--- config.mk ---
export PLATFORM = sky130hd
export DESIGN_NAME = svas_ram
export DESIGN_NICKNAME = d
export VERILOG_FILES = /design/src/sv/synchronous_vector_averaging_server_assert.svh /design/src/sv/svas_ram.sv
export SDC_FILE = /design/constraint.sdc
export NUM_CORES = 1
export LEC_CHECK = 0
export ABC_AREA = 1
export BUFFER_PORTS_ARGS = -buffer_cell sky130_fd_sc_hd__buf_2
export CAP_MARGIN = 20
export CORE_MARGIN = 5
export CORE_UTILIZATION = 49
export CTS_BUF_LIST = sky130_fd_sc_hd__clkbuf_4
export DETAILED_ROUTE_END_ITERATION = 6
export PLACE_DENSITY = 0.76
export SLEW_MARGIN = 20
export SYNTH_ARGS = -nofsm -noshare
export SYNTH_HDL_FRONTEND = slang
export SYNTH_SLANG_ARGS = --single-unit
--- constraint.sdc ---
create_clock -name clk -period 1.3 [get_ports clk]
set_input_delay 0.195 -clock clk [delete_from_list [all_inputs] [get_ports clk]]
set_output_delay 0.195 -clock clk [all_outputs]
set_load 0.03 [all_outputs]
--- src/sv/synchronous_vector_averaging_server_assert.svh ---
// assertion macros used by the rtl of the averaging server
// clk and rst are taken from the scope where a macro is used
`ifndef SYNCHRONOUS_VECTOR_AVERAGING_SERVER_ASSERT_SVH
`define SYNCHRONOUS_VECTOR_AVERAGING_SERVER_ASSERT_SVH

// same-cycle implication
`define SVAS_ASSERT_IMP(label, ante, cons, msg) \
  label: assert property (@(posedge clk) disable iff (rst) (ante) |-> (cons)) \
    else $error(msg);

// next-cycle implication
`define SVAS_ASSERT_NEXT(label, ante, cons, msg) \
  label: assert property (@(posedge clk) disable iff (rst) (ante) |=> (cons)) \
    else $error(msg);

// condition that must never hold
`define SVAS_ASSERT_NEVER(label, cond, msg) \
  label: assert property (@(posedge clk) disable iff (rst) !(cond)) \
    else $error(msg);

`endif

--- src/sv/svas_ram.sv ---
// ----------------------------------------------------------------------------
// svas_ram
// generic simple dual-port ram, one write port, registered read
// ----------------------------------------------------------------------------
`default_nettype none

module svas_ram #(
  parameter int WIDTH = 8,
  parameter int DEPTH = 16
) (
  input  wire logic                                          clk,
  input  wire logic                                          we,
  input  wire logic [((DEPTH > 1) ? $clog2(DEPTH) : 1)-1:0]  waddr,
  input  wire logic [WIDTH-1:0]                              wdata,
  input  wire logic [((DEPTH > 1) ? $clog2(DEPTH) : 1)-1:0]  raddr,
  output logic      [WIDTH-1:0]                              rdata
);

  logic [WIDTH-1:0] mem [DEPTH];

  always_ff @(posedge clk) begin
    if (we) begin
      mem[waddr] <= wdata;
    end
    rdata <= mem[raddr];
  end

endmodule

`default_nettype wire

==> results of run 1 <==
## per-layer routing
metal  track usage, %  vias to the layer above
met5                0                        -
met4             6.80                        0
met3             3.96                       19
met2             30.6                      157
met1             24.6                     1836
li1                 -                     1868
## state kept, by name, summed over array words and instances, names as in the netlist
signal  count
rdata       8
mem       128
## what timing repair did
item,4_1_cts,5_1_grt
pin swaps,0,0
buffers inserted,0,0
hold buffers,0,0
resized for setup,2,5
setup endpoints to repair,2,4
## final cells by class
type / count / area (sq um)
Multi-Input combinational cell: 289 / 1210
Clock buffer: 22 / 165
Fill cell: 936 / 5020
Tap cell: 143 / 179
Timing Repair Buffer: 51 / 418
Sequential cell: 136 / 4010
Clock inverter: 10 / 82.6
Inverter: 102 / 383
## cell families (layout without fill, tap and decap cells)
family / count (synthesis) / in the layout / synth area share [%]
buf+inv: 126 / 185 / 9.52
flops: 136 / 136 / 69.4
simple gates: 289 / 289 / 21.0
## cell usage in the layout, fill, tap and decap left out
cell type / synthesis / routed
buf_12: 0 / 7
buf_2: 13 / 21
buf_4: 4 / 22
bufinv_16: 0 / 1
clkbuf_4: 0 / 23
clkinv_1: 0 / 2
clkinv_2: 0 / 4
clkinv_4: 0 / 2
clkinvlp_4: 0 / 1
dfxtp_1: 8 / 6
dfxtp_2: 0 / 2
edfxtp_1: 128 / 128
inv_1: 100 / 100
inv_2: 2 / 2
nand2_1: 173 / 173
nand3_1: 97 / 97
nand3b_1: 2 / 2
nor2_1: 17 / 17
## path summary, 6_finish.rpt
| kind | start | endpoint | slack (ns) | depth (start not counted) |
|---|---|---|---|---|
| max | rdata[0] | rdata[0] | 0.08 | 1 |
| min | wdata[4] | mem[3][4] | 0.09 | 1 |
| max reg2reg | mem[11][5] | rdata[5] | 0.27 | 6 |
| min reg2reg | mem[6][7] | rdata[7] | 0.67 | 6 |
## power by group through the flow
stage	Sequential (mW)	Combinational, mW	Clock [mW]
floorplan	5.07	0.346	0
global placement	5.02	0.661	0
detailed placement	5.02	0.684	0
CTS	4.92	0.690	2.48
global route	4.93	0.762	2.71
finish	4.92	0.690	2.46
## per-stage QoR
stage | hold WS [ns] | utilization, %
4_1_cts | 0.0768 | 56.2
2_1_floorplan | 0.294 | -
6_report | 0.0867 | 56.2
5_1_grt | 0.0581 | 56.2
3_5_place_dp | 0.636 | 54.0
3_3_place_gp | 0.614 | 54.0
==> reports/metrics.cfg, run 1 <==
[floorplanning]
core-area_sq_um = 11500
rows = 39
initial_core_util_pct = 50.3
chipWidth_um = 118
io_pins = 26
die_h_um = 118
die-area_sq_um = 14000

[clock_tree]
cts-root-buf = clkbuf_4
clockBufferDepth = 2
cts_tree = built
cts_max_level = 4
clk_pin_slew_ns = 0.12
clock_sinks = 136
clk_latency_ns = 0.52
cts_buffers = 17

[global_route]
grt_first_pass_wirelength_mm = 20.1
grt_max_degree = 65
first_global_vias = 3867
grt_usage_pct = 18.6
antenna_found_initial = 0
grt_overflow = 0

[power]
switching_power_mw = 1.92
powerDensity_nw_per_um2 = 1250
fin_total_pwr_mw = 8.07
max-vdd-ir-drop_mv = 0.689
combPwrFrac_pct = 8.6
pwr-share-clk_pct = 30.4
intPower_mw = 6.15
power_leakage_nw = 2.83
sw_frac_of_total_pct = 23.8
seq_power_share_pct = 61.0

[setup_path]
crit_fanout = 1
worst-endpoint-arrival_ns = 1.03
crit_required_ns = 1.11
path_buf_inv = 1
worstSetupPathType = reg -> out
crit_path_start_kind = register
critical-path-top-delay-family = flip-flops
cp_slowest_cell = dfxtp_1
crit_chain = buf_2
cpPeakStageDelay_ns = 0.32
endpoint_kind = primary output

[drt]
met2WireLength_mm = 6.13
num_vias = 3880
first_pass_iters = 7
post-route-drc-count = 0
wl_met3_um = 884
first_iter_violations = 444
dr.max_layer_used = met4
wirelength_mm = 12.3
via_per_inst = 5.15
met1Wirelength_mm = 5.10
drtAntennaViolNets = 0
wl_per_cell_um = 16.4

[final_layout]
stdcell_area_sq_um = 6450
fin_nets = 615
area_growth_pct = 11.8
n_antenna_cell = 0
drive_above_1_share_pct = 13.9
stdcell_count = 753

[synth]
synth_ff_type = edfxtp_1
yosysSeqAreaShare_pct = 69.4
post-synth-top-area-cell = edfxtp_1
yosysUniqueCellTypes = 12
netlist_area_sq_um = 5770
syn_nets = 569
synth_top_cell_area_share_pct = 66.7
synth_common_cells = nand2_1 (173), edfxtp_1 (128), inv_1 (100)
async_flop_share_pct = 0
synth.most_common_cell = nand2_1
synth_warnings = 0
synth_seq_cells = 136
yosys-top-cells-area = edfxtp_1 (67%), nand2_1 (11%), nand3_1 (8.4%)
netlist_instances = 551
synth_edf_count = 128
post_synth.cell_area_avg_sq_um = 10.5

[timing]
period_minus_slack_ns = 1.22
setup-tns-final_ns = 0
slew_violations = 0
fin_ws_ns = 0.0778
finalCritPeriodShare_pct = 94.0
rsz0062_at_grt = no
hold_viol_final = 0
max_slew_margin_pct = 75.3
skew_ns = 0.0200
setup_viol = 0
worstMarginPinSlew_ns = 0.370
fmaxAchievable_mhz = 818

[placement]
dpl_cell_area_sq_um = 6190
numPortBuffers = 25
pre_cts_slack_ns = 0.0272
gp_congestion = 0.851
dp_hpwl_mm = 7.89
dp.cells = 721

[flow_run]
cap_violations = 0

[worst_hold_path]
hold_class = in -> reg

[outcome]
status = finished clean

Note: power is estimated with default switching activity, not from simulation.
==> inputs of run 2 (changes only) <==
--- a/config.mk
+++ b/config.mk
@@ -10,7 +10,6 @@
 export CAP_MARGIN = 20
 export CORE_MARGIN = 5
 export CORE_UTILIZATION = 49
-export CTS_BUF_LIST = sky130_fd_sc_hd__clkbuf_4
 export DETAILED_ROUTE_END_ITERATION = 6
 export PLACE_DENSITY = 0.76
 export SLEW_MARGIN = 20
==> run 2 against run 1 <==
First-iteration DRC count decreased by 19%. Setup slack improved by 0.026 ns. Register-to-register slack about the same. Combinational power decreased by 0.6%. Total power increased by 24%. Largest cell class unchanged. Largest power group unchanged.
==> reports/metrics.cfg, run 2 (synthesis results as in run 1) <==
[timing]
slew_violations = 0  ; unchanged
max_slew_margin_pct = 73.3  ; -2.0 points
setup_viol = 0  ; unchanged
rsz0062_at_grt = no
period_minus_slack_ns = 1.20  ; -0.0261 ns
hold_viol_final = 0  ; unchanged
fmaxAchievable_mhz = 836  ; +2.2%
worstMarginPinSlew_ns = 0.400  ; +0.0302 ns
setup-tns-final_ns = 0  ; unchanged
finalCritPeriodShare_pct = 92.0  ; -2.0 points
skew_ns = 0.00891  ; -0.0111 ns

[setup_path]
cp_slowest_cell = dfxtp_1
critical-path-top-delay-family = flip-flops
endpoint_kind = primary output
cpPeakStageDelay_ns = 0.37  ; +0.05 ns
crit_fanout = 1  ; unchanged
crit_required_ns = 1.11  ; about the same
path_buf_inv = 1  ; unchanged
worst-endpoint-arrival_ns = 1.00  ; -0.03 ns
worstSetupPathType = reg -> out
crit_chain = buf_2
crit_path_start_kind = register

[drt]
dr.max_layer_used = met4
wirelength_mm = 12.8  ; +3.4%
first_iter_violations = 361  ; -19%
post-route-drc-count = 0  ; unchanged
first_pass_iters = 5  ; -2
wl_met3_um = 955  ; +8.0%
num_vias = 3901  ; +0.54%
via_per_inst = 5.18  ; +0.54%
wl_per_cell_um = 17.0  ; +3.4%
drtAntennaViolNets = 0  ; unchanged
met1Wirelength_mm = 5.19  ; +1.8%
met2WireLength_mm = 6.32  ; +3.0%

[power]
fin_total_pwr_mw = 10.0  ; +24%
max-vdd-ir-drop_mv = 0.821  ; +19%
power_leakage_nw = 2.95  ; +4.3%
powerDensity_nw_per_um2 = 1490  ; +19%

[clock_tree]
cts_tree = built
clk_pin_slew_ns = 0.06  ; -0.06 ns
clk_latency_ns = 0.41  ; -0.11 ns
cts_resized = 0  ; -2
cts_max_level = 4  ; unchanged
hold_buffers = 0  ; unchanged
cts-root-buf = clkbuf_16
postCtsSetupBuffers = 0  ; unchanged
clockBufferDepth = 2  ; unchanged
clock_sinks = 136  ; unchanged
cts_buffers = 17  ; unchanged

[placement]
gp_congestion = 0.851  ; unchanged
numPortBuffers = 25  ; unchanged
dp_hpwl_mm = 7.89  ; unchanged
dpl_cell_area_sq_um = 6190  ; unchanged

[final_layout]
n_antenna_cell = 0  ; unchanged
area_growth_pct = 16.8
largest_reg_flops = 128  ; unchanged
largestRegisters = mem (128), rdata (8)
drive_above_1_share_pct = 13.1  ; -0.82 points
stdcell_area_sq_um = 6730  ; +4.4%
final_common_cell = nand2_1
final_cell_mix = nand2_1 (173), edfxtp_1 (128), inv_1 (100)
fill_cells = 888  ; -5.1%
regMostFlops = mem
fin_nets = 615  ; unchanged

[global_route]
first_global_vias = 3992  ; +3.2%
grt_max_degree = 65  ; unchanged
grt_first_pass_wirelength_mm = 20.9  ; +4.2%
grt_overflow = 0  ; unchanged
grt_usage_pct = 19.4  ; +0.80 points
antenna_found_initial = 0  ; unchanged

[worst_hold_path]
hold_class = in -> reg

[floorplanning]
io_pins = 26  ; unchanged
core-area_sq_um = 11500  ; unchanged
chipWidth_um = 118  ; unchanged
die_h_um = 118  ; unchanged
initial_core_util_pct = 50.3  ; unchanged
die-area_sq_um = 14000  ; unchanged
rows = 39  ; unchanged

[flow_run]
cap_violations = 0  ; unchanged

[outcome]
status = finished clean

==> run 2: cell count changes in the layout (fill, tap and decap cells not counted) <==
cell / change
dfxtp_1: +2
dfxtp_2: -2
buf_2: +4
clkinv_1: -2
buf_4: -3
clkbuf_1: +5
clkbuf_4: -23
clkbuf_16: +17
clkbuf_8: +2
==> run 2: layer usage <==
layer  vias to the layer above  global-route usage, %
met5                         -                      0
met4                         0                   7.58
met3                        24                   4.39
met2                       153                   31.3
met1                      1860                   25.8
li1                       1864                      -
==> run 2: power by group <==
| part | internal, mW | total, mW | switching (mW) | leakage, nW |
|---|---|---|---|---|
| Sequential | 4.90 | 4.93 | 0.0307 | 1.22 |
| Combinational | 0.209 | 0.686 | 0.477 | 1.46 |
| Clock | 2.72 | 4.39 | 1.67 | 0.268 |
| Total | 7.83 | 10.0 | 2.18 | 2.95 |
==> run 2: final cells by class <==
type	instances	area (sq um)	area share, %
Inverter	102	383	5.69
Multi-Input combinational cell	289	1210	18.0
Sequential cell	136	4000	59.5
Timing Repair Buffer	51	408	6.06
Tap cell	143	179	2.66
Clock buffer	24	472	7.00
Clock inverter	8	75.1	1.11
==> run 2: worst register-to-register path: cells and delay by family (launching register included) <==
kind	cells	cell delay, ns
and+or+nand+nor	5	0.46
DFF	1	0.38
buffers and inverters	1	0.08
==> run 2: through the flow <==
step                worst slack, ns  instances  utilization, %  hold WS (ns)
finish                        0.104        753            58.7         0.203
global route                 0.0871        753            58.7         0.215
CTS                           0.106        753            58.7         0.204
detailed placement           0.0272        721            54.0         0.636
global placement             0.0663        721            54.0         0.614
floorplan                     0.154        551               -         0.294
==> run 2: path summary, 6_finish.rpt <==
kind | startpoint | to | slack, ns | cells after the start
max | rdata[3] | rdata[3] | 0.10 | 1
min | wdata[2] | mem[7][2] | 0.20 | 1
max reg2reg | mem[9][5] | rdata[5] | 0.27 | 6
min reg2reg | mem[6][7] | rdata[7] | 0.67 | 6
==> inputs of run 3 (changes only) <==
--- a/config.mk
+++ b/config.mk
@@ -12,6 +12,7 @@
 export CORE_UTILIZATION = 49
 export DETAILED_ROUTE_END_ITERATION = 6
 export PLACE_DENSITY = 0.76
+export REMOVE_ABC_BUFFERS = 1
 export SLEW_MARGIN = 20
 export SYNTH_ARGS = -nofsm -noshare
 export SYNTH_HDL_FRONTEND = slang
==> run 3 against run 2 <==
Setup slack better by 0.069 ns. Flip-flop and latch count stayed put. Total power is 3.8% higher. Largest cell class unchanged.
==> reports/metrics.cfg, run 3 (synthesis results as in run 1) <==
[outcome]
status = finished clean

[clock_tree]
clk_latency_ns = 0.41  ; about the same
clock_sinks = 136  ; unchanged
cts_tree = built
clockBufferDepth = 2  ; unchanged
hold_buffers = 0  ; unchanged
cts-root-buf = clkbuf_16
cts_max_level = 4  ; unchanged
clk_pin_slew_ns = 0.06  ; about the same
postCtsSetupBuffers = 0  ; unchanged
cts_buffers = 17  ; unchanged
cts_resized = 0  ; unchanged

[global_route]
grt_overflow = 0  ; unchanged
grt_usage_pct = 18.5  ; -0.91 points
antenna_found_initial = 0  ; unchanged
grt_first_pass_wirelength_mm = 19.9  ; -4.9%
first_global_vias = 3792  ; -5.0%
grt_max_degree = 65  ; unchanged

[floorplanning]
die_h_um = 118  ; unchanged
chipWidth_um = 118  ; unchanged
core-area_sq_um = 11500  ; unchanged
die-area_sq_um = 14000  ; unchanged
rows = 39  ; unchanged
initial_core_util_pct = 50.3  ; unchanged
io_pins = 26  ; unchanged

[timing]
setup_viol = 0  ; unchanged
skew_ns = 0.00920  ; +0.000295 ns
rsz0062_at_grt = no
finalCritPeriodShare_pct = 86.7  ; -5.3 points
period_minus_slack_ns = 1.13  ; -0.0691 ns
hold_viol_final = 0  ; unchanged
slew_violations = 0  ; unchanged
fmaxAchievable_mhz = 887  ; +6.1%
whs_ns = 0.169  ; -0.0342 ns
max_slew_margin_pct = 77.3  ; +4.0 points
setup-tns-final_ns = 0  ; unchanged
worstMarginPinSlew_ns = 0.341  ; -0.0595 ns

[drt]
num_vias = 3865  ; -0.92%
wirelength_mm = 12.3  ; -3.7%
wl_per_cell_um = 16.4  ; -3.4%
first_iter_violations = 424  ; +17%
first_pass_iters = 5  ; unchanged
post-route-drc-count = 0  ; unchanged
via_per_inst = 5.15  ; -0.66%
drtAntennaViolNets = 0  ; unchanged

[worst_hold_path]
hold_class = in -> reg
whs_path_depth = 3  ; +2

[setup_path]
cpPeakStageDelay_ns = 0.33  ; -0.04 ns
cp_slowest_cell = dfxtp_1
path_buf_inv = 1  ; unchanged
worst-endpoint-arrival_ns = 0.93  ; -0.07 ns
crit_path_start_kind = register
critical-path-top-delay-family = flip-flops
rr_worst_depth = 6  ; unchanged
cp.depth = 1  ; unchanged
worstSetupPathType = reg -> out
crit_required_ns = 1.11  ; about the same
crit_chain = buf_2
crit_fanout = 1  ; unchanged
endpoint_kind = primary output

[power]
powerDensity_nw_per_um2 = 1540  ; +3.6%
power_leakage_nw = 2.95  ; about the same
max-vdd-ir-drop_mv = 1.08  ; +32%
fin_total_pwr_mw = 10.4  ; +3.8%

[placement]
numPortBuffers = 25  ; unchanged
gp_congestion = 0.843  ; -0.91%
dp_hpwl_mm = 7.61  ; -3.5%
dpl_cell_area_sq_um = 6150  ; -0.65%
dp.cells = 719  ; -0.28%

[final_layout]
largestRegisters = mem (128), rdata (8)
drive_above_1_share_pct = 13.2  ; +0.043 points
final_common_cell = nand2_1
largest_reg_flops = 128  ; unchanged
stdcell_count = 751  ; -0.27%
area_growth_pct = 17.0
stdcell_area_sq_um = 6750  ; +0.20%
regMostFlops = mem
final_cell_mix = nand2_1 (173), edfxtp_1 (128), inv_1 (100)
n_antenna_cell = 0  ; unchanged
fill_cells = 869  ; -2.1%
fin_nets = 613  ; -0.33%

[flow_run]
cap_violations = 0  ; unchanged

-- run 3: cell types whose count changed in the layout (fill, tap and decap cells not counted), sizes merged --
cell,delta
clkinvlp,+1
clkbuf,-3
bufinv,+2
buf,-2
-- run 3: per-stage QoR --
stage          setup WS, ns  utilization [%]
2_1_floorplan         0.125                -
3_3_place_gp         0.0690             53.6
3_5_place_dp         0.0250             53.6
4_1_cts               0.146             58.8
5_1_grt               0.126             58.8
6_report              0.173             58.8
-- run 3: path summary, 6_finish.rpt --
| kind | startpoint | endpoint | slack (ns) |
|---|---|---|---|
| min reg2reg | mem[13][1] | rdata[1] | 0.68 |
| max reg2reg | mem[5][4] | rdata[4] | 0.32 |
| max | rdata[5] | rdata[5] | 0.17 |
| min | raddr[3] | rdata[4] | 0.17 |
-- run 3: power by group --
group | internal (mW) | switching (mW)
registers | 4.90 | 0.0274
logic | 0.197 | 0.465
clock network | 3.07 | 1.73
-- run 3: layer usage --
layer / part of all wire (%) / track usage, %
met1: 41 / 23.9
met5: 0 / 0
met3: 7.8 / 5.64
met2: 49 / 29.5
met4: 1.9 / 7.23
-- run 3: layout make-up --
class / count / area, sq um / area share [%]
sequential: 136 / 4000 / 59.3
clock inverter: 11 / 150 / 2.23
multi-input combinational: 289 / 1210 / 18.0
clock buffer: 21 / 450 / 6.68
tap: 143 / 179 / 2.65
inverter: 102 / 383 / 5.67
timing repair buffer: 49 / 368 / 5.45
