File: config.mk
export PLATFORM = sky130hd
export DESIGN_NAME = svas_div
export DESIGN_NICKNAME = d
export VERILOG_FILES = /design/src/sv/synchronous_vector_averaging_server_assert.svh /design/src/sv/svas_pkg.sv /design/src/sv/svas_div.sv
export SDC_FILE = /design/constraint.sdc
export NUM_CORES = 1
export LEC_CHECK = 0
export ABC_AREA = 1
export BUFFER_PORTS_ARGS = -buffer_cell sky130_fd_sc_hd__buf_2
export CAP_MARGIN = 25
export CORE_AREA = 2 2 59 61
export CTS_CLUSTER_DIAMETER = 80
export DETAILED_ROUTE_END_ITERATION = 8
export DIE_AREA = 0 0 61 63
export PLACE_DENSITY = 0.71
export SLEW_MARGIN = 10
export SYNTH_ARGS = -nofsm -noshare
export SYNTH_HDL_FRONTEND = slang
export SYNTH_SLANG_ARGS = --single-unit
File: constraint.sdc
create_clock -name clk -period 0.8 [get_ports clk]
set_input_delay 0.12 -clock clk [delete_from_list [all_inputs] [get_ports clk]]
set_output_delay 0.12 -clock clk [all_outputs]
set_load 0.005 [all_outputs]
File: src/sv/synchronous_vector_averaging_server_assert.svh
// assertion macros used by the rtl of the averaging server
// clk and rst are taken from the scope where a macro is used
`ifndef SYNCHRONOUS_VECTOR_AVERAGING_SERVER_ASSERT_SVH
`define SYNCHRONOUS_VECTOR_AVERAGING_SERVER_ASSERT_SVH

// same-cycle implication
`define SVAS_ASSERT_IMP(label, ante, cons, msg) \
  label: assert property (@(posedge clk) disable iff (rst) (ante) |-> (cons)) \
    else $error(msg);

// next-cycle implication
`define SVAS_ASSERT_NEXT(label, ante, cons, msg) \
  label: assert property (@(posedge clk) disable iff (rst) (ante) |=> (cons)) \
    else $error(msg);

// condition that must never hold
`define SVAS_ASSERT_NEVER(label, cond, msg) \
  label: assert property (@(posedge clk) disable iff (rst) !(cond)) \
    else $error(msg);

`endif

File: src/sv/svas_pkg.sv
// ----------------------------------------------------------------------------
// svas_pkg
// shared constants, types and codes of the vector averaging server
// ----------------------------------------------------------------------------
`default_nettype none

package svas_pkg;

  // sizing
  localparam int NUM_CLIENTS  = 2;
  localparam int VECTOR_DEPTH = 4096;
  localparam int ADDR_W       = (VECTOR_DEPTH > 1) ? $clog2(VECTOR_DEPTH) : 1;

  // field widths
  localparam int INDEX_W = 12;
  localparam int VALUE_W = 32;
  localparam int SUM_W   = 36;
  localparam int CNT_W   = 5;

  typedef logic signed [SUM_W-1:0]   sum_t;
  typedef logic signed [VALUE_W-1:0] value_t;

  // saturation limits
  localparam logic signed [SUM_W:0] SUM_MAX = {2'b00, {(SUM_W-1){1'b1}}};
  localparam logic signed [SUM_W:0] SUM_MIN = {2'b11, {(SUM_W-1){1'b0}}};
  localparam logic signed [SUM_W:0] AVG_MAX = (SUM_W+1)'({1'b0, {(VALUE_W-1){1'b1}}});
  localparam logic signed [SUM_W:0] AVG_MIN = -AVG_MAX - (SUM_W+1)'(1);

  // item action codes
  localparam logic ACT_PUSH = 1'b0;
  localparam logic ACT_PULL = 1'b1;

  // result status codes
  localparam logic STATUS_OK          = 1'b0;
  localparam logic STATUS_WRONG_PHASE = 1'b1;

endpackage

`default_nettype wire

File: src/sv/svas_div.sv
// ----------------------------------------------------------------------------
// svas_div
// unsigned divide by NUM_CLIENTS, result registered in the cycle after start
// ----------------------------------------------------------------------------
`default_nettype none

module svas_div (
  input  wire logic                        clk,
  input  wire logic                        rst,
  input  wire logic                        start,
  input  wire logic [svas_pkg::SUM_W-1:0]  dividend,
  output logic                             done,
  output logic      [svas_pkg::SUM_W-1:0]  quotient
);
  import svas_pkg::*;

  always_ff @(posedge clk) begin
    if (rst) begin
      done <= 1'b0;
    end else begin
      done <= start;
    end
    // constant power-of-two divisor, a plain shift in hardware
    if (start) begin
      quotient <= dividend / SUM_W'(NUM_CLIENTS);
    end
  end

endmodule

`default_nettype wire

==> impl_metrics.toml, run 1 <==
[synthesis]
async_reset_ff_share_pct = 0
postSynthCellCount = 40
synthDominantAreaCellType = "edfxtp_1"
synthesis.area_per_instance_sq_um = 27.3
post_synth_instance_area_sq_mm = 0.00109
synth.yosys.seq_area_share_pct = 98.1
top_count_cell_post_synth = "edfxtp_1"
synth_enable_flop_cells = 35
yosys.area.top_type_share_pct = 96.2
synth_cell_types = 6
main_area_contributors_after_synthesis = "edfxtp_1 (96%), dfxtp_1 (1.8%), buf_4 (0.69%), nor2_2 (0.57%), conb_1 (0.34%)"
ys_seq_elements = 36
syn-num-nets = 79
synthesis.yosys.warnings = 0
synth-main-ff-cell = "edfxtp_1"

[final_layout]
fillCellCount = 274
area_growth_pct = 79.2
layout-drive-gt1-share_pct = 51.3
area_occupied_by_multi_input_gates_sq_um = 10.0
layout.nets = 196
antennaDiodeCount = 0
finalInstanceArea_sq_mm = 0.00196
post_layout_nonfiller_instances = 204
area.sequential_sq_mm = 0.00107

[status]
failed_checks = "negative setup slack"
result_of_the_run = "complete, but fails checks"

[cts]
root_buffer = "clkbuf_4"
total_cts_buffers = 5
cts_num_sinks = 36
clkSlewWorstSetupHoldPaths_ns = 0.10
bufs_on_longest_clock_path = 2
cts_max_level = 2
tritoncts = "yes"

[sta]
finalHoldViolCount = 0
final_period_demand_of_the_worst_path_ns = 0.973
post-route-worst-setup-slack_ns = -0.173
layout_worst_path_cycle_share_pct = 122
rsz0062_at_grt = "yes"
max_clock_freq_mhz = 1030
final-max-slew-violation-count = 0
setup_viol = 36

[global_routing]
grtUsageMet1_pct = 12.8
grt.met3_usage_pct = 5.80
grt.busiest_layer = "met2"
grt_pass1_vias = 865
maximum_number_of_pins_on_one_net_before_global_route_repair = 21
grt_usage_pct = 13.6
met2_usage_in_global_routing_pct = 24.1
grt-ovfl-total = 0
grt_pass1_wl_um = 3640
grt_antenna_before_repair = 0

[place]
place_congestion = 0.597
io_buffer_count = 73
dpl-instance-area_sq_mm = 0.00155
total_placed_cells_including_tap_cells = 160

[floorplan]
core_area_sq_mm = 0.00323
die_area_sq_mm = 0.00384
placementRows = 21
floorplan.initialDensity_pct = 33.8
die_x_um = 61
die-height_um = 63
boundaryPins = 76

[critical_path]
number_of_buffers_and_inverters_on_the_critical_path = 1
worst_setup_path_start_kind = "flop"
endpoint_kind = "output port"
slowest_stage_cell_cp = "edfxtp_1"
critical_path.max_fanout = 1
critPathMaxStageDelay_ns = 0.39
timing.critical_path.max_delay_family = "flip-flops"
timing.critical_path.cells = "buf_2"
critical_path_arrival_ns = 0.85
worstSetupPathType = "flop to output port"
worst_ep_required_time_ns = 0.68

[power]
power.share.clock_pct = 24.2
netSwitchingFraction_pct = 20.0
comb_power_share_pct = 12.4
cellPowerDensity_mw_per_mm2 = 1820
power_mw = 3.57
ir_worst_vdd_v = 0.000806
leakagePower_nw = 0.845
p_seq_share_pct = 63.3
power_switching_uw = 715
intPower_mw = 2.85

[detailed_routing]
drc = 0
drt.antenna.violating_nets = 0
vias_per_cell = 3.92
drt-initial-drc-count = 12
final_wirelength_um = 2380
detailroute.via_count = 799
drt_pre_antenna_iters = 3
route.detailed.wl_per_inst_um = 11.7

[hold_path]
hp-class = "primary input to flop"

[job]
drv_cap = 0
layout make-up:
type / instances / share of cell area (%)
tap: 46 / 2.94
multi-input combinational: 2 / 0.512
timing repair buffer: 111 / 39.1
clock buffer: 7 / 2.30
sequential: 36 / 54.7
inverter: 1 / 0.192
clock inverter: 1 / 0.192
kinds of logic after synthesis:
kind of cell           Yosys count  share of synthesized area [%]
DFF                             36                           98.1
buffers and inverters            2                           1.03
other                            1                          0.343
and+or+nand+nor                  1                          0.573
state kept, by name (all words and copies together) (netlist names):
| register | cells |
|---|---|
| done | 1 |
| quotient | 35 |
path summary, 6_finish.rpt:
path / startpoint / end / slack [ns] / cells past startpoint
min: start / quotient[1] / 0.22 / 2
max: quotient[19] / quotient[19] / -0.17 / 1
layer usage:
layer	wire length, um	vias to the layer above
li1	-	388
met1	830	355
met2	1280	50
met3	226	6
met4	41	0
met5	0	-
what timing repair did:
action	CTS	global route
hold buffers	36	0
setup endpoints to repair	36	36
gates resized for setup	0	0
setup buffers	0	0
endpoints found under the hold margin	36	0
metrics by stage:
step	TNS (ns)	util (%)	worst slack, ns	hold slack (ns)
2_1_floorplan	0	-	0.325	0.187
3_3_place_gp	0	47.9	0.0723	0.284
3_5_place_dp	0	47.9	0.0561	0.289
4_1_cts	-6.08	60.5	-0.195	0.206
5_1_grt	-7.27	60.5	-0.239	0.209
6_report	-5.06	60.5	-0.173	0.219
cell usage in the layout, fill, tap and decap left out, drive strengths merged:
| cell | instances |
|---|---|
| clkbuf | 7 |
| nor2 | 1 |
| conb | 1 |
| inv | 1 |
| clkinv | 1 |
| edfxtp | 35 |
| dlygate4sd3 | 36 |
| dfxtp | 1 |
| buf | 75 |
power groups by stage:
stage	Clock (mW)	Combinational, mW	Sequential (mW)
floorplan	0	0.00739	2.33
global route	0.996	0.485	2.28
finish	0.864	0.443	2.26
detailed placement	0	0.313	2.31
global placement	0	0.304	2.30
CTS	0.928	0.448	2.26
Power figures use the tool's default switching activity.
==> run 2: changes to the inputs <==
--- a/config.mk
+++ b/config.mk
@@ -13,6 +13,7 @@
 export DETAILED_ROUTE_END_ITERATION = 8
 export DIE_AREA = 0 0 61 63
 export PLACE_DENSITY = 0.71
+export SETUP_SLACK_MARGIN = 0.4
 export SLEW_MARGIN = 10
 export SYNTH_ARGS = -nofsm -noshare
 export SYNTH_HDL_FRONTEND = slang
==> impl_metrics.toml, run 2 (synthesis results as in run 1) <==
[hold_path]
hp-class = "primary input to flop"
hold_path_end = "done"
hold_sp = "rst"
hold-path-cell-count = 2

[final_layout]
antennaDiodeCount = 0
mostFrequentLayoutCells = "buf_2 (71), edfxtp_1 (35), clkbuf_4 (6)"
final_common_cell = "buf_2"
layout-drive-gt1-share_pct = 68.9
reg_top3 = "quotient x35, done x1"
area_growth_pct = 49.1
layout.nets = 161
finalInstanceArea_sq_mm = 0.00163
largest_register = "quotient"
number_of_flip_flops_under_the_largest_register_name = 35

[cts]
cts_max_level = 2
bufs_on_longest_clock_path = 2
tritoncts = "yes"
cts_num_sinks = 36
root_buffer = "clkbuf_4"
clkSlewWorstSetupHoldPaths_ns = 0.10
total_cts_buffers = 5

[critical_path]
critPathMaxStageDelay_ns = 0.39
timing.critical_path.cells = "buf_2"
worstSetupPathType = "flop to output port"
startpoint = "quotient[28]"
timing.critical_path.max_delay_family = "flip-flops"
critical_path.max_fanout = 1
endpoint_kind = "output port"
critical_path_arrival_ns = 0.85
worst_setup_path_start_kind = "flop"
slowest_stage_cell_cp = "edfxtp_1"
number_of_buffers_and_inverters_on_the_critical_path = 1
worst_ep_required_time_ns = 0.68

[detailed_routing]
drt_pre_antenna_iters = 4
vias_per_cell = 3.92
detailroute.via_count = 658
drc = 0
drt.antenna.violating_nets = 0
route.detailed.wl_per_inst_um = 12.2
drt-initial-drc-count = 17
final_wirelength_um = 2050

[floorplan]
die-height_um = 63
die_x_um = 61
boundaryPins = 76
placementRows = 21
core_area_sq_mm = 0.00323
die_area_sq_mm = 0.00384
floorplan.initialDensity_pct = 33.8

[sta]
post-route-worst-setup-slack_ns = -0.175
totalNegativeSetupSlack_ns = -5.12
rsz0062_at_grt = "yes"
fin_worst_hold_slack_ns = -0.0666
setup_viol = 36
finalHoldViolCount = 36
max_clock_freq_mhz = 1030
layout_worst_path_cycle_share_pct = 122
final_period_demand_of_the_worst_path_ns = 0.975
final-max-slew-violation-count = 0

[power]
cellPowerDensity_mw_per_mm2 = 2110
leakagePower_nw = 0.711
ir_worst_vdd_v = 0.00108
netSwitchingFraction_pct = 20.4
comb_power_share_pct = 9.3
p_seq_share_pct = 65.6
power.share.clock_pct = 25.0
power_switching_uw = 703
intPower_mw = 2.74

[status]
failed_checks = "negative hold slack, negative setup slack"
result_of_the_run = "complete, but fails checks"

[place]
io_buffer_count = 73
dpl-instance-area_sq_mm = 0.00155
place_congestion = 0.573

[global_routing]
grt_pass1_vias = 707
grt-ovfl-total = 0
grt_pass1_wl_um = 3100
grt_antenna_before_repair = 0
maximum_number_of_pins_on_one_net_before_global_route_repair = 24
grt_usage_pct = 11.5

[job]
drv_cap = 0
[run 2: worst max-delay path by stage]
stage          cells after the start      endpoint  slack, ns
2_1_floorplan                      0   quotient[0]       0.32
3_3_place_gp                       2  quotient[23]       0.06
3_5_place_dp                       2  quotient[34]       0.04
4_1_cts                            1  quotient[11]      -0.22
5_1_grt                            1  quotient[11]      -0.24
6_report                           1  quotient[28]      -0.17
[run 2: what timing repair did]
item | in CTS | in global routing
setup endpoints to repair | 36 | 41
setup buffers | 0 | 0
hold endpoints to repair | 36 | 36
gates resized for setup | 0 | 2
cloned | 0 | 1
[run 2: power by group through the flow]
| stage | Combinational [mW] | Clock (mW) | Sequential [mW] |
|---|---|---|---|
| after detailed placement | 0.313 | 0 | 2.31 |
| after global placement | 0.305 | 0 | 2.30 |
| after global routing | 0.356 | 0.993 | 2.28 |
| after floorplan | 0.00739 | 0 | 2.33 |
| final | 0.322 | 0.862 | 2.26 |
| after CTS | 0.313 | 0.926 | 2.26 |
[run 2: through the flow]
stage / power [mW] / setup WS, ns / instances / utilization, % / hold slack [ns]
2_1_floorplan: 2.34 / 0.325 / 40 / - / 0.179
3_3_place_gp: 2.60 / 0.0597 / 160 / 47.9 / 0.277
3_5_place_dp: 2.62 / 0.0420 / 160 / 47.9 / 0.281
4_1_cts: 3.50 / -0.217 / 167 / 49.4 / -0.0843
5_1_grt: 3.63 / -0.243 / 168 / 50.4 / -0.0937
6_report: 3.44 / -0.175 / 168 / 50.4 / -0.0666
[run 2: final cells by class]
type,count,area [sq um]
tap,46,57.6
clock inverter,1,5.00
inverter,1,3.75
sequential,36,1070
clock buffer,6,41.3
timing repair buffer,76,439
multi-input combinational,2,10.0
fill,287,1600
[run 2: metal layers]
layer,vias to the layer above,GRT usage (%),wire length (um)
met5,-,0,0
met4,0,4.89,8
met3,2,7.66,272
met2,45,18.7,1030
met1,294,11.2,736
li1,317,-,-
==> run 3: changes to the inputs <==
--- a/config.mk
+++ b/config.mk
@@ -8,13 +8,14 @@
 export ABC_AREA = 1
 export BUFFER_PORTS_ARGS = -buffer_cell sky130_fd_sc_hd__buf_2
 export CAP_MARGIN = 25
-export CORE_AREA = 2 2 59 61
+export CORE_AREA = 2 2 58 60
+export CTS_BUF_LIST = sky130_fd_sc_hd__clkbuf_4
 export CTS_CLUSTER_DIAMETER = 80
 export DETAILED_ROUTE_END_ITERATION = 8
-export DIE_AREA = 0 0 61 63
-export PLACE_DENSITY = 0.71
+export DIE_AREA = 0 0 60 62
+export PLACE_DENSITY = 0.73
 export SETUP_SLACK_MARGIN = 0.4
-export SLEW_MARGIN = 10
+export SLEW_MARGIN = 20
 export SYNTH_ARGS = -nofsm -noshare
 export SYNTH_HDL_FRONTEND = slang
 export SYNTH_SLANG_ARGS = --single-unit
==> impl_metrics.toml, run 3 (synthesis results as in run 1) <==
[critical_path]
timing.critical_path.cells = "buf_2"
worst_setup_path_start_kind = "flop"
critical_path.max_fanout = 1
worst_ep_required_time_ns = 0.68
number_of_buffers_and_inverters_on_the_critical_path = 1
critical_path_arrival_ns = 0.84
critPathMaxStageDelay_ns = 0.38
slowest_stage_cell_cp = "edfxtp_1"
worstSetupPathType = "flop to output port"
endpoint_kind = "output port"
timing.critical_path.max_delay_family = "flip-flops"

[final_layout]
area_growth_pct = 45.8
layout-drive-gt1-share_pct = 68.9
number_of_flip_flops_under_the_largest_register_name = 35
fillCellCount = 277
layout.nets = 160
largest_register = "quotient"
mostFrequentLayoutCells = "buf_2 (73), edfxtp_1 (35), clkbuf_4 (7)"
final_common_cell = "buf_2"
area_occupied_by_multi_input_gates_sq_um = 10.0
antennaDiodeCount = 0
reg_top3 = "quotient x35, done x1"
area.sequential_sq_mm = 0.00107

[detailed_routing]
drt-initial-drc-count = 7
vias_per_cell = 3.92
drt.antenna.violating_nets = 0
final_wirelength_um = 1870
drt_pre_antenna_iters = 2
detailroute.via_count = 658
route.detailed.wl_per_inst_um = 11.1
drc = 0

[cts]
postCtsResizedCells = 0
cts_num_sinks = 36
root_buffer = "clkbuf_4"
tritoncts = "yes"
cts_max_level = 2
clkSlewWorstSetupHoldPaths_ns = 0.10
total_cts_buffers = 5
bufs_on_longest_clock_path = 2

[power]
cellPowerDensity_mw_per_mm2 = 2190
ir_worst_vdd_v = 0.000960
leakagePower_nw = 0.698

[global_routing]
grt_pass1_wl_um = 2580
maximum_number_of_pins_on_one_net_before_global_route_repair = 26
grt_pass1_vias = 629
grt_usage_pct = 10.4
grt-ovfl-total = 0
grt_antenna_before_repair = 0

[status]
failed_checks = "negative hold slack, negative setup slack"
result_of_the_run = "complete, but fails checks"

[floorplan]
die_area_sq_mm = 0.00372
die_x_um = 60
core_area_sq_mm = 0.00318
placementRows = 21
boundaryPins = 76
die-height_um = 62
floorplan.initialDensity_pct = 34.4

[sta]
final-max-slew-violation-count = 0
finalHoldViolCount = 36
final_period_demand_of_the_worst_path_ns = 0.964
fin_worst_hold_slack_ns = -0.0672
totalNegativeSetupSlack_ns = -5.03
post-route-worst-setup-slack_ns = -0.164
layout_worst_path_cycle_share_pct = 120
max_clock_freq_mhz = 1040
rsz0062_at_grt = "yes"
setup_viol = 36

[job]
drv_cap = 0

[place]
io_buffer_count = 73
place_congestion = 0.607
placement.setup.worst_slack_ns = 0.0662

[hold_path]
hp-class = "primary input to flop"
==> run 3: cell count changes in the layout (fill, tap and decap cells not counted), sizes merged <==
cell,delta
buf,+1
clkbuf,-1
==> run 3: path summary, 6_finish.rpt <==
check                     from           end  depth (start not counted)
hold / removal             rst          done                          2
setup / recovery  quotient[24]  quotient[24]                          1
==> run 3: timing repair <==
item | CTS | global route
pin swaps | 0 | 0
endpoints found under the hold margin | 36 | 36
endpoints found under the setup margin | 36 | 36
setup buffers | 0 | 0
==> run 3: metal layers <==
metal | vias up | share of wire (%) | global-route usage, %
met4 | 0 | 1.2 | 4.76
li1 | 314 | - | -
met1 | 292 | 36 | 10.6
met2 | 49 | 48 | 15.4
met3 | 3 | 15 | 8.49
met5 | - | 0 | 0
==> run 3: power breakdown <==
group,switching [mW],internal [mW]
clock,0.529,0.406
combinational,0.128,0.166
sequential,0.0301,2.23
==> run 3: cell type report <==
cell class,count,share of cell area [%]
Tap cell,46,3.61
Clock buffer,7,3.30
Multi-Input combinational cell,2,0.628
Clock inverter,1,0.236
Sequential cell,36,67.3
Timing Repair Buffer,75,24.7
Inverter,1,0.236
==> run 3: metrics by stage <==
| step | hold WS, ns | area, sq um | total power [mW] | utilization (%) | std cells |
|---|---|---|---|---|---|
| 2_1_floorplan | 0.179 | 1090 | 2.34 | - | 40 |
| 3_3_place_gp | 0.277 | 1540 | 2.59 | 48.3 | 160 |
| 3_5_place_dp | 0.280 | 1540 | 2.61 | 48.3 | 160 |
| 4_1_cts | -0.0902 | 1590 | 3.56 | 50.1 | 168 |
| 5_1_grt | -0.100 | 1590 | 3.68 | 50.1 | 168 |
| 6_report | -0.0672 | 1590 | 3.49 | 50.1 | 168 |
